===== config.mk =====
export PLATFORM = sky130hd
export DESIGN_NAME = lmh_count_ram
export DESIGN_NICKNAME = d
export VERILOG_FILES = /design/src/rtl/core/lmh_count_ram.sv
export SDC_FILE = /design/constraint.sdc
export NUM_CORES = 2
export LEC_CHECK = 0
export ABC_AREA = 0
export BUFFER_PORTS_ARGS = -buffer_cell sky130_fd_sc_hd__buf_2
export CAP_MARGIN = 25
export CORE_MARGIN = 2
export CORE_UTILIZATION = 47
export DETAILED_ROUTE_END_ITERATION = 10
export PLACE_DENSITY = 0.7
export RECOVER_POWER = 100
export SYNTH_ARGS = -nofsm -noshare
export SYNTH_HDL_FRONTEND = slang
export SYNTH_SLANG_ARGS = --single-unit

===== constraint.sdc =====
create_clock -name clock -period 2.3 [get_ports clock]
set_input_delay 0.345 -clock clock [delete_from_list [all_inputs] [get_ports clock]]
set_output_delay 0.345 -clock clock [all_outputs]
set_load 0.01 [all_outputs]

===== src/rtl/core/lmh_count_ram.sv =====
// Histogram count memory: one write port, one read port, registered read.
`default_nettype none

module lmh_count_ram #(
   parameter int DEPTH  = 256,
   parameter int WIDTH  = 16,
   parameter int ADDR_W = 8
) (
   input  wire logic              clock,
   input  wire logic [ADDR_W-1:0] rd_addr,
   output logic      [WIDTH-1:0]  rd_data,
   input  wire logic              wr_en,
   input  wire logic [ADDR_W-1:0] wr_addr,
   input  wire logic [WIDTH-1:0]  wr_data
);

   logic [WIDTH-1:0] mem [DEPTH];
   logic [WIDTH-1:0] rd_data_ff;

   always_ff @(posedge clock) begin
      rd_data_ff <= mem[rd_addr];
      if (wr_en) begin
         mem[wr_addr] <= wr_data;
      end
   end

   assign rd_data = rd_data_ff;

endmodule

`default_nettype wire


==> impl_metrics.tcl <==
set metrics [dict create \
    outcome "finished with violations" \
    violations "capacitance limit, slew limit, setup timing" \
    areaGrowthSynthToFinish_pct 16.5 \
    min_period_over_period_pct 108 \
    critPathMaxStageDelay_ns 0.56 \
    drc 0 \
    tightest_slew_ns 2.24 \
    cts_buffers 396 \
    grt_pass1_wl_mm 599 \
    rsz0062_at_grt "true" \
    ys_seq_area_share_pct 77.7 \
    htreeDepth 5 \
    clockBufferDepth 4 \
    clk_pin_slew_ns 0.06 \
    syn_area_per_cell_um2 21.6 \
    drtPass1Iterations 8 \
    yosysUniqueCellTypes 52 \
    num_rows 213 \
    num_vias 82434 \
    crit_type "flip-flop to flip-flop" \
    synth_area_mm2 0.159 \
    grt_max_degree 116 \
    cts_sinks 4112 \
    antenna_found_initial 20 \
    ant_nets 0 \
    cp.required_ns 3.11 \
    finalMaxSlewViolations 417 \
    dp.cells 12564 \
    gp_congestion 0.905 \
    synth_seq_cells 4112 \
    end_kind "flip-flop" \
    multi_input_comb_area_mm2 0.0335 \
    nNetsFinal 8500 \
    die_w_um 585 \
    post-dp-hpwl_mm 268 \
    grt_overflow 0 \
    start_util_pct 47.2 \
    fin_tns_setup_ns -38.65 \
    synth_fp_nets 7394 \
    worstPathMaxFanout 1 \
    timing.max_cap.violations 11 \
    leakagePower_nw 59.7 \
    boundaryPins 50 \
    drt_iter0_markers 11366 \
    power_density_mw_per_mm2 853 \
    core-area_mm2 0.336 \
    drt-total-wl_mm 421 \
    hold_violations 0 \
    fillers 24870 \
    wl_per_cell_um 31.6 \
    synth_warnings 0 \
    setup_viol 769 \
    postSynthCellCount 7360 \
    yosys-top-cells-area "edfxtp_1 (77%), mux4_2 (11%), mux2i_1 (3.6%), o221ai_1 (1.4%), nor2_1 (0.72%)" \
    cp_common_cell "mux4_2" \
    skew_ns 0.0594 \
    synth_top_cell_area_share_pct 77.5 \
    maxSlewHeadroom_pct -49.4 \
    cts_tree "built" \
    fin_crit_ns 2.49 \
    setup_ws_ns -0.187 \
    io_buffers 49 \
    clock.fmax_mhz 402 \
    ir_drop_v 0.000971 \
    grt_pass1_vias 81620 \
    hold_path_class "primary input to flip-flop" \
    path_cells "mux4_2, mux4_2, a22o_4, o32ai_4, buf_6, nor4_2" \
    layout-drive-gt1-share_pct 28.6 \
    yosysTopAreaCell "edfxtp_1" \
    track_usage_pct 24.3 \
    placed_area_mm2 0.175 \
    stdcell_count 13318 \
    cp-start-kind "flip-flop" \
    worstPathArrival_ns 3.30 \
    avgViaCountPerCell 6.19 \
    regArea_mm2 0.123 \
    clkLatencyLatePin_ns 0.99 \
    crit_slowest_cell "mux4_2" \
    die_y_um 585 \
    cts_root_buf "clkbuf_16" \
    critPathTopFamily "multiplexers" \
    postLayoutCellArea_mm2 0.185 \
    die_area_mm2 0.342 \
    crit_buf_inv 1 \
]
worst reg2reg max path, cell delays in order, from the launching register on:
cell	delay (ns)
edfxtp_1	0.36
mux4_2	0.49
mux4_2	0.56
a22o_4	0.36
o32ai_4	0.39
buf_6	0.17
nor4_2	0.04
area by class of cell:
class	instances	share of cell area, %
antenna	7	0.00947
clock buffer	467	5.55
clock inverter	261	1.62
inverter	4	0.0149
multi-input combinational	2792	18.1
sequential	4112	66.7
tap	4515	3.05
timing repair buffer	1160	4.99
state kept, by name (all words and copies together) (netlist names):
| register | count |
|---|---|
| mem | 4096 |
| rd_data | 16 |
layer usage:
| metal | up-vias | routed length, um | track usage, % | part of all wire, % |
|---|---|---|---|---|
| met3 | 760 | 44800 | 4.51 | 11 |
| met4 | 10 | 18900 | 9.19 | 4.5 |
| li1 | 33538 | - | - | - |
| met5 | - | 66 | 0 | 0.016 |
| met2 | 4863 | 201000 | 38.8 | 48 |
| met1 | 43263 | 156000 | 33.7 | 37 |
stage by stage:
stage | worst slack (ns) | power [mW] | util [%] | hold slack, ns
after floorplan | -0.210 | 88.3 | - | 0.444
after global placement | -1.33 | 92.9 | 51.9 | 0.662
after detailed placement | -1.33 | 93.1 | 51.9 | 0.663
after CTS | -0.217 | 159 | 56.0 | 0.0256
after global routing | -0.196 | 162 | 55.0 | 0.226
final | -0.187 | 158 | 55.0 | 0.195
power by group:
| group | switching, mW | internal (mW) | total (mW) |
|---|---|---|---|
| Clock | 28.2 | 37.9 | 66.1 |
| Combinational | 5.45 | 3.45 | 8.89 |
| Sequential | 0.190 | 82.6 | 82.8 |
| Total | 33.8 | 124 | 158 |
path summary, 6_finish.rpt:
check / from / to / slack, ns / cells after the start
setup reg to reg: mem[63][12]$_DFFE_PP_ / rd_data[12]$_DFF_P_ / -0.19 / 6
hold reg to reg: mem[78][14]$_DFFE_PP_ / rd_data[14]$_DFF_P_ / 1.18 / 6
setup / recovery: mem[63][12]$_DFFE_PP_ / rd_data[12]$_DFF_P_ / -0.19 / 6
hold / removal: wr_addr[5] / mem[179][5]$_DFFE_PP_ / 0.20 / 4
synth_stat cells, drive strengths merged:
master / number
a2111oi: 6
a211oi: 18
a21o: 2
a21oi: 175
a221oi: 28
a22o: 32
a22oi: 43
a31oi: 6
and2: 2
and3: 11
and4: 2
buf: 222
clkbuf: 230
dfxtp: 16
edfxtp: 4096
inv: 4
mux2: 88
mux2i: 565
mux4: 797
nand2: 38
nand2b: 3
nand3: 35
nand3b: 1
nand4: 26
nand4b: 3
nor2: 304
nor2b: 9
nor3: 92
nor3b: 1
nor4: 18
nor4bb: 2
o21ai: 38
o221ai: 253
o22ai: 148
o31ai: 16
o32ai: 21
or2: 5
or3: 2
or3b: 1
or4b: 1
logic make-up (layout without fill, tap and decap cells):
| family | after synthesis | count (layout) | synth area share (%) |
|---|---|---|---|
| other | 0 | 7 | 0 |
| DFF | 4112 | 4112 | 77.7 |
| buffers and inverters | 456 | 1892 | 1.69 |
| and+or+nand+nor | 556 | 556 | 1.57 |
| muxes | 1450 | 1450 | 15.5 |
| AOI/OAI and AO/OA | 786 | 786 | 3.54 |
cell usage in the layout, fill, tap and decap left out, types with 13 or more instances in the layout:
master and count:
edfxtp_1 4096, mux4_2 797, mux2i_1 565, buf_4 547, clkbuf_16 399, nor2_1 283, clkbuf_1 267, o221ai_1 250
clkbuf_2 187, a21oi_1 175, o22ai_1 148, buf_12 123, clkinv_1 90, nor3_1 88, mux2_2 86, clkinv_2 73
bufinv_16 52, clkbuf_4 40, o21ai_0 37, a22oi_1 34, nand3_1 31, nand2_1 30, nand4_1 26, buf_6 22
nor2_2 21, a221oi_1 18, a211oi_1 18, a22o_4 17, dlygate4sd3_1 16, dfxtp_1 16, a22o_1 15, o31ai_1 15
clkinvlp_4 14, clkinv_16 13, buf_2 13
repair_timing:
item,in CTS,in global routing
cloned,0,1
setup buffers,0,5
hold buffers,16,0
hold endpoints to repair,930,0
resized for setup,97,37
setup endpoints to repair,16,16
pin swaps,25,16
No activity file was read; power rests on OpenSTA's default activity.
