### config.mk
export PLATFORM = sky130hd
export DESIGN_NAME = lmh_argmax
export DESIGN_NICKNAME = d
export VERILOG_FILES = /design/src/rtl/core/lmh_pkg.sv /design/src/rtl/core/lmh_argmax.sv
export SDC_FILE = /design/constraint.sdc
export NUM_CORES = 1
export LEC_CHECK = 0
export ABC_CLOCK_PERIOD_IN_PS = 2600
export BUFFER_PORTS_ARGS = -buffer_cell sky130_fd_sc_hd__buf_4
export CAP_MARGIN = 5
export CORE_MARGIN = 3
export CORE_UTILIZATION = 45
export DETAILED_ROUTE_END_ITERATION = 10
export PLACE_DENSITY = 0.79
export SKIP_CTS_REPAIR_TIMING = 1
export SLEW_MARGIN = 20
export SYNTH_ARGS = -nofsm -noshare
export SYNTH_HDL_FRONTEND = slang
export SYNTH_SLANG_ARGS = --single-unit
### constraint.sdc
create_clock -name clock -period 2.6 [get_ports clock]
set_input_delay 0.39 -clock clock [delete_from_list [all_inputs] [get_ports clock]]
set_output_delay 0.39 -clock clock [all_outputs]
set_load 0.005 [all_outputs]
### src/rtl/core/lmh_pkg.sv
// Shared types and constants for the label mode histogram block.
`default_nettype none

package lmh_pkg;

   localparam int LABEL_W           = 8;
   localparam int COUNT_OUT_W       = 16;
   localparam int LABEL_COUNT_W     = 9;
   localparam logic [LABEL_COUNT_W-1:0] LABEL_COUNT_RESET = 9'd256;

   typedef enum logic [1:0] {
      ST_INIT,
      ST_RUN,
      ST_SCAN,
      ST_FINISH
   } lmh_state_type;

   // control from the sequencer to the arg-max tracker
   typedef struct packed {
      logic start;    // new search, best resets to label 0 / count 0
      logic sample;   // read data of one entry is valid this cycle
   } argmax_ctl_type;

endpackage

`default_nettype wire

### src/rtl/core/lmh_argmax.sv
// Running arg-max over histogram entries read out one per cycle.
`default_nettype none

module lmh_argmax
   import lmh_pkg::*;
#(
   parameter int IDX_W       = 8,
   parameter int COUNT_WIDTH = 16
) (
   input  wire logic                     clock,
   input  wire argmax_ctl_type           ctl,
   input  wire logic [IDX_W-1:0]         sample_idx,
   input  wire logic [COUNT_WIDTH-1:0]   sample_cnt,
   input  wire logic [LABEL_COUNT_W-1:0] limit,
   output logic      [IDX_W-1:0]         best_idx,
   output logic      [COUNT_WIDTH-1:0]   best_cnt
);

   localparam int CW = ((IDX_W > LABEL_COUNT_W) ? IDX_W : LABEL_COUNT_W) + 1;

   logic [IDX_W-1:0]       best_idx_ff, best_idx_in;
   logic [COUNT_WIDTH-1:0] best_cnt_ff, best_cnt_in;
   logic                   in_limit;

   assign in_limit = (CW'(sample_idx) < CW'(limit));

   // strict greater keeps the lowest label on ties
   always_comb begin
      best_idx_in = best_idx_ff;
      best_cnt_in = best_cnt_ff;
      if (ctl.start) begin
         best_idx_in = '0;
         best_cnt_in = '0;
      end else if (ctl.sample && in_limit && (sample_cnt > best_cnt_ff)) begin
         best_idx_in = sample_idx;
         best_cnt_in = sample_cnt;
      end
   end

   always_ff @(posedge clock) begin
      best_idx_ff <= best_idx_in;
      best_cnt_ff <= best_cnt_in;
   end

   assign best_idx = best_idx_in;
   assign best_cnt = best_cnt_in;

endmodule

`default_nettype wire

==> results.sh, run 1 <==
export IMPL_placementRows=21
export IMPL_hold_violations=0
export IMPL_slew_viol_final=0
export IMPL_cts_tree="done"
export IMPL_place_congestion=0.690
export IMPL_clk_pin_slew_ps=80
export IMPL_cts_buffers=3
export IMPL_maxSlewHeadroom_pct=78.1
export IMPL_core_area_um2=3470
export IMPL_violations="negative setup slack"
export IMPL_fillers=225
export IMPL_drive_gt1_share_pct=49.1
export IMPL_crit_fanout=8
export IMPL_p_leak_uw=0.00120
export IMPL_viasPerCell=4.76
export IMPL_r2r_start="best_cnt_ff[1]"
export IMPL_die_area_um2=4500
export IMPL_cts_max_level=1
export IMPL_max_freq_mhz=345
export IMPL_postLayoutCellArea_um2=2820
export IMPL_drtIter0Drc=22
export IMPL_gr_total_overflow=0
export IMPL_fin_cells=315
export IMPL_vias=1498
export IMPL_die_h_um=67.1
export IMPL_track_usage_pct=15.1
export IMPL_seq_area_um2=488
export IMPL_vdd_drop_max_v=0.000348
export IMPL_placed_cells_incl_taps=297
export IMPL_boundaryPins=60
export IMPL_critPathSlowestCell="a2111oi_4"
export IMPL_totalWireLength_um=4170
export IMPL_grt_pass1_wl_um=5280
export IMPL_ant_nets=0
export IMPL_setup_viol=24
export IMPL_max_slew_worst_pin_slew_ps=326
export IMPL_place_hpwl_um=2690
export IMPL_grt_pass1_vias=1301
export IMPL_p_per_area_nw_per_um2=431
export IMPL_path_class="register to primary output"
export IMPL_syn_num_nets=247
export IMPL_crit_top_cell="buf_4"
export IMPL_dr_pass1_iters=4
export IMPL_die_w_um=67.1
export IMPL_rsz0062_at_grt="true"
export IMPL_tns_ps=-6120
export IMPL_synth_avg_cell_area_um2=8.92
export IMPL_antenna_found_initial=0
export IMPL_multi_input_area_um2=1400
export IMPL_fin_ws_ps=-302
export IMPL_cap_violations=0
export IMPL_synth_seq_cells=24
export IMPL_post_route_period_util_pct=112
export IMPL_nNetsFinal=329
export IMPL_start_util_pct=48.4
export IMPL_critPathRequiredTime_ps=2210
export IMPL_syn_area_um2=1680
export IMPL_fin_crit_ps=2900
export IMPL_crit_start="best_cnt_ff[1]"
export IMPL_synth_cell_type_count=23
export IMPL_root_buffer="clkbuf_8"
export IMPL_ys_warn_count=0
export IMPL_grt_max_degree=49
export IMPL_cp_slowest_stage_delay_ps=350
export IMPL_crit_path_cell_trace="inv_2 > ha_4 > nor2b_1 > o211ai_1 > a2111oi_4 > nor3_2 > nor4_4 > buf_4 > buf_12 > mux2i_2 > buf_4"
export IMPL_ys_seq_area_share_pct=28.6
export IMPL_n_antenna_cell=0
export IMPL_crit_path_start_kind="register"
export IMPL_worst_hold_slack_ps=422
export IMPL_area_growth_pct=67.9
export IMPL_cts_buffer_depth=2
export IMPL_placed_cell_area_um2=2220
export IMPL_cp_end_kind="primary output"
export IMPL_outcome="finished with violations"
export IMPL_drc=0
export IMPL_portBuffers=59
export IMPL_synth_cells=188
export IMPL_finClkSkew_ps=5.79
export IMPL_hold_class="input pin to register"
export IMPL_power_uw=1210
export IMPL_wl_per_cell_um=13.2
export IMPL_min_from="sample_idx[5]"
export IMPL_clk_insertion_delay_late_ps=270
export IMPL_arrival_ps=2510
export IMPL_cts_num_sinks=24
[path summary, 6_finish.rpt]
kind	to	slack [ps]	cells after the start
worst min register to register	best_idx_ff[5]	490	2
worst min-delay path	best_idx_ff[5]	420	3
worst max-delay path	best_cnt[5]	-300	11
worst max register to register	best_cnt_ff[7]	250	12
[kinds of logic after synthesis]
family / Yosys count / share of synthesized area [%]
DFF: 24 / 28.6
and+or+nand+nor: 66 / 25.1
muxes: 24 / 14.3
adders and majority gates: 23 / 17.2
AOI/OAI and AO/OA: 20 / 7.01
buffers and inverters: 31 / 7.83
[through the flow]
stage,setup WS (ps),utilization [%]
after CTS,-337,66.1
after detailed placement,-178,64.0
final,-302,81.2
after global placement,-68.6,64.0
after floorplan,103,-
after global routing,-404,81.2
[layer usage]
layer | track usage [%] | share of wire, % | routed length, µm
met1 | 17.3 | 40 | 1670
met2 | 26.4 | 52 | 2170
met3 | 5.90 | 7.6 | 315
met4 | 3.04 | 0.55 | 23
met5 | 0 | 0 | 0
[critical path: cells and delay by family (launching register included)]
family          cells  cell delay (ps)
flops               1              340
fa+ha+maj           1              250
compound gates      2              480
simple gates        3              380
buf+inv             4              530
mux                 1              250
[cell usage in the layout (no fill, tap or decap), drive strengths merged]
master and n:
nand2b 48, mux2i 24, a2111oi 1, nand3 1, nor4 2, o21ai 5
a21oi 11, a21o 2, clkbuf 3, nor3 1, dfxtp 24, nand2 5
nand4 4, o211ai 1, ha 23, nor2b 2, buf 84, inv 24
bufinv 1, nor3b 1, nor2 2
[power by group]
group	total (µW)	internal, µW	switching, µW
sequential	413	399	13.8
clock	322	206	117
combinational	479	277	202
[state kept, by name, summed over array words and instances (netlist names)]
name	cells
best_idx_ff	8
best_cnt_ff	16
[synth_stat cells]
cell type	count	area, µm²
o211ai_1	1	7.51
dfxtp_1	24	480
clkbuf_1	5	18.8
a21oi_1	11	55.1
o21ai_1	1	5.00
nor4_4	1	21.3
a21o_1	2	15.0
nor3_1	1	5.00
nand2b_1	48	300
a2111oi_2	1	15.0
buf_6	2	22.5
nand4_1	3	18.8
nand4_2	1	12.5
nor4_1	1	6.26
nand3_1	1	5.00
nor3b_2	1	12.5
o21ai_0	4	20.0
nand2_1	5	18.8
inv_1	24	90.1
nor2_1	2	7.51
ha_1	23	288
mux2i_1	24	240
nor2b_1	2	12.5
[area by class of cell]
class                   count  share of cell area (%)
flip-flops and latches     24                    17.3
clock inverters             1                    1.07
multi-input cells         133                    49.6
clock buffers               3                    1.47
well taps                  46                    2.04
repair buffers             84                    25.3
inverters                  24                    3.20
No activity file was read; power rests on OpenSTA's default activity.
==> inputs of run 2 (changes only) <==
Settings changed: BUFFER_PORTS_ARGS -buffer_cell sky130_fd_sc_hd__buf_4 to not set, CORE_UTILIZATION 45 to 30, DONT_BUFFER_PORTS set to 1, PLACE_DENSITY 0.79 to 0.48.
==> run 2 against run 1 <==
The flow still finishes with violations (negative setup slack). Routed wire length shrank 15%. Flip-flop and latch count is the same. Non-clock buffer count shrank 76. First-iteration DRC count grew 77%.
==> results.sh, run 2 (same netlist as run 1, synthesis figures left out) <==
export IMPL_outcome="finished with violations"
export IMPL_violations="negative setup slack"
export IMPL_root_buffer="clkbuf_8"
export IMPL_start_util_pct=31.8
export IMPL_cts_max_level=1
export IMPL_grt_max_degree=49
export IMPL_cp_slowest_stage_delay_ps=340
export IMPL_path_class="register to primary output"
export IMPL_final_cell_mix="nand2b_1 (48), inv_1 (23), ha_1 (20), dfxtp_1 (20), mux2i_2 (15)"
export IMPL_die_h_um=80.8
export IMPL_viasPerCell=4.76
export IMPL_drc=0
export IMPL_slew_viol_final=0
export IMPL_placementRows=26
export IMPL_portBuffers=0
export IMPL_track_usage_pct=11.0
export IMPL_vias=1246
export IMPL_max_slew_worst_pin_slew_ps=451
export IMPL_cap_violations=0
export IMPL_worst_hold_slack_ps=320
export IMPL_fin_ws_ps=-168
export IMPL_boundaryPins=60
export IMPL_critPathRequiredTime_ps=2210
export IMPL_drtIter0Drc=39
export IMPL_tns_ps=-3280
export IMPL_nNetsFinal=253
export IMPL_grt_pass1_vias=1225
export IMPL_vdd_drop_max_v=0.000221
export IMPL_max_freq_mhz=361
export IMPL_wl_per_cell_um=13.6
export IMPL_cts_buffer_depth=2
export IMPL_die_w_um=80.8
export IMPL_arrival_ps=2380
export IMPL_largestRegisters="best_cnt_ff: 16 flops, best_idx_ff: 8 flops"
export IMPL_dr_pass1_iters=4
export IMPL_cts_tree="done"
export IMPL_grt_pass1_wl_um=5590
export IMPL_post_route_period_util_pct=106
export IMPL_clk_insertion_delay_late_ps=260
export IMPL_ant_nets=0
export IMPL_hold_class="input pin to register"
export IMPL_largest_register_ffs=16
export IMPL_setup_viol=24
export IMPL_cts_buffers=3
export IMPL_crit_path_start_kind="register"
export IMPL_min_from="sample_cnt[9]"
export IMPL_clk_pin_slew_ps=90
export IMPL_max_flop_register="best_cnt_ff"
export IMPL_die_area_um2=6530
export IMPL_place_congestion=0.640
export IMPL_crit_start="best_cnt_ff[1]"
export IMPL_final_util_pct=37.5
export IMPL_crit_fanout=5
export IMPL_r2r_start="best_cnt_ff[1]"
export IMPL_maxSlewHeadroom_pct=69.6
export IMPL_drive_gt1_share_pct=21.4
export IMPL_gr_total_overflow=0
export IMPL_antenna_found_initial=0
export IMPL_crit_path_cell_trace="inv_2 > ha_4 > nor2b_4 > o211ai_1 > a2111oi_4 > nor3_2 > nor4_4 > buf_4 > buf_6 > mux2i_1"
export IMPL_cts_num_sinks=24
export IMPL_core_area_um2=5270
export IMPL_p_per_area_nw_per_um2=457
export IMPL_totalWireLength_um=3560
export IMPL_rsz0062_at_grt="true"
export IMPL_area_growth_pct=17.9
export IMPL_p_leak_uw=0.000766
export IMPL_fin_crit_ps=2770
export IMPL_n_antenna_cell=0
export IMPL_hold_violations=0
export IMPL_critPathSlowestCell="dfxtp_2"
export IMPL_final_common_cell="nand2b_1"
export IMPL_cp_end_kind="primary output"
export IMPL_finClkSkew_ps=2.63
export IMPL_place_hpwl_um=2720
## run 2: cell count changes in the layout (fill, tap and decap cells not counted), sizes merged
cell	before	now
bufinv	1	0
buf	84	8
## run 2: worst max-delay path: cells and delay by family (launching register included)
| family | cells | cell delay [ps] |
|---|---|---|
| AOI/OAI and AO/OA | 2 | 450 |
| adders and majority gates | 1 | 260 |
| buffers and inverters | 3 | 340 |
| DFF | 1 | 340 |
| muxes | 1 | 270 |
| and+or+nand+nor | 3 | 450 |
## run 2: cell type report
class | count | area [µm²]
Tap cell | 70 | 87.6
Sequential cell | 24 | 485
Timing Repair Buffer | 8 | 67.6
Clock buffer | 3 | 41.3
Multi-Input combinational cell | 133 | 1210
Fill cell | 570 | 3290
Inverter | 24 | 90.1
## run 2: metal layers
metal | up-vias | GRT usage [%] | part of all wire [%]
li1 | 630 | - | -
met1 | 567 | 12.6 | 41
met2 | 47 | 18.0 | 45
met3 | 2 | 6.10 | 13
met4 | 0 | 2.53 | 0.84
met5 | - | 0 | 0
## run 2: path summary, 6_finish.rpt
path	cells past startpoint	endpoint	slack, ps
max	10	best_cnt[0]	-170
min	2	best_cnt_ff[9]	320
max reg2reg	10	best_cnt_ff[1]	390
min reg2reg	2	best_idx_ff[0]	510
## run 2: per-stage QoR
stage | cell area (µm²) | power, µW | cells | setup WS (ps)
6_report | 1980 | 903 | 262 | -168
3_3_place_gp | 1770 | 638 | 257 | 73.2
4_1_cts | 1810 | 878 | 260 | -267
2_1_floorplan | 1680 | 599 | 188 | 103
5_1_grt | 1980 | 977 | 262 | -321
3_5_place_dp | 1770 | 639 | 257 | 41.9
## run 2: report_power, final
part | internal (µW) | switching (µW)
clock network | 104 | 121
logic | 135 | 133
registers | 399 | 12.2
total | 638 | 266
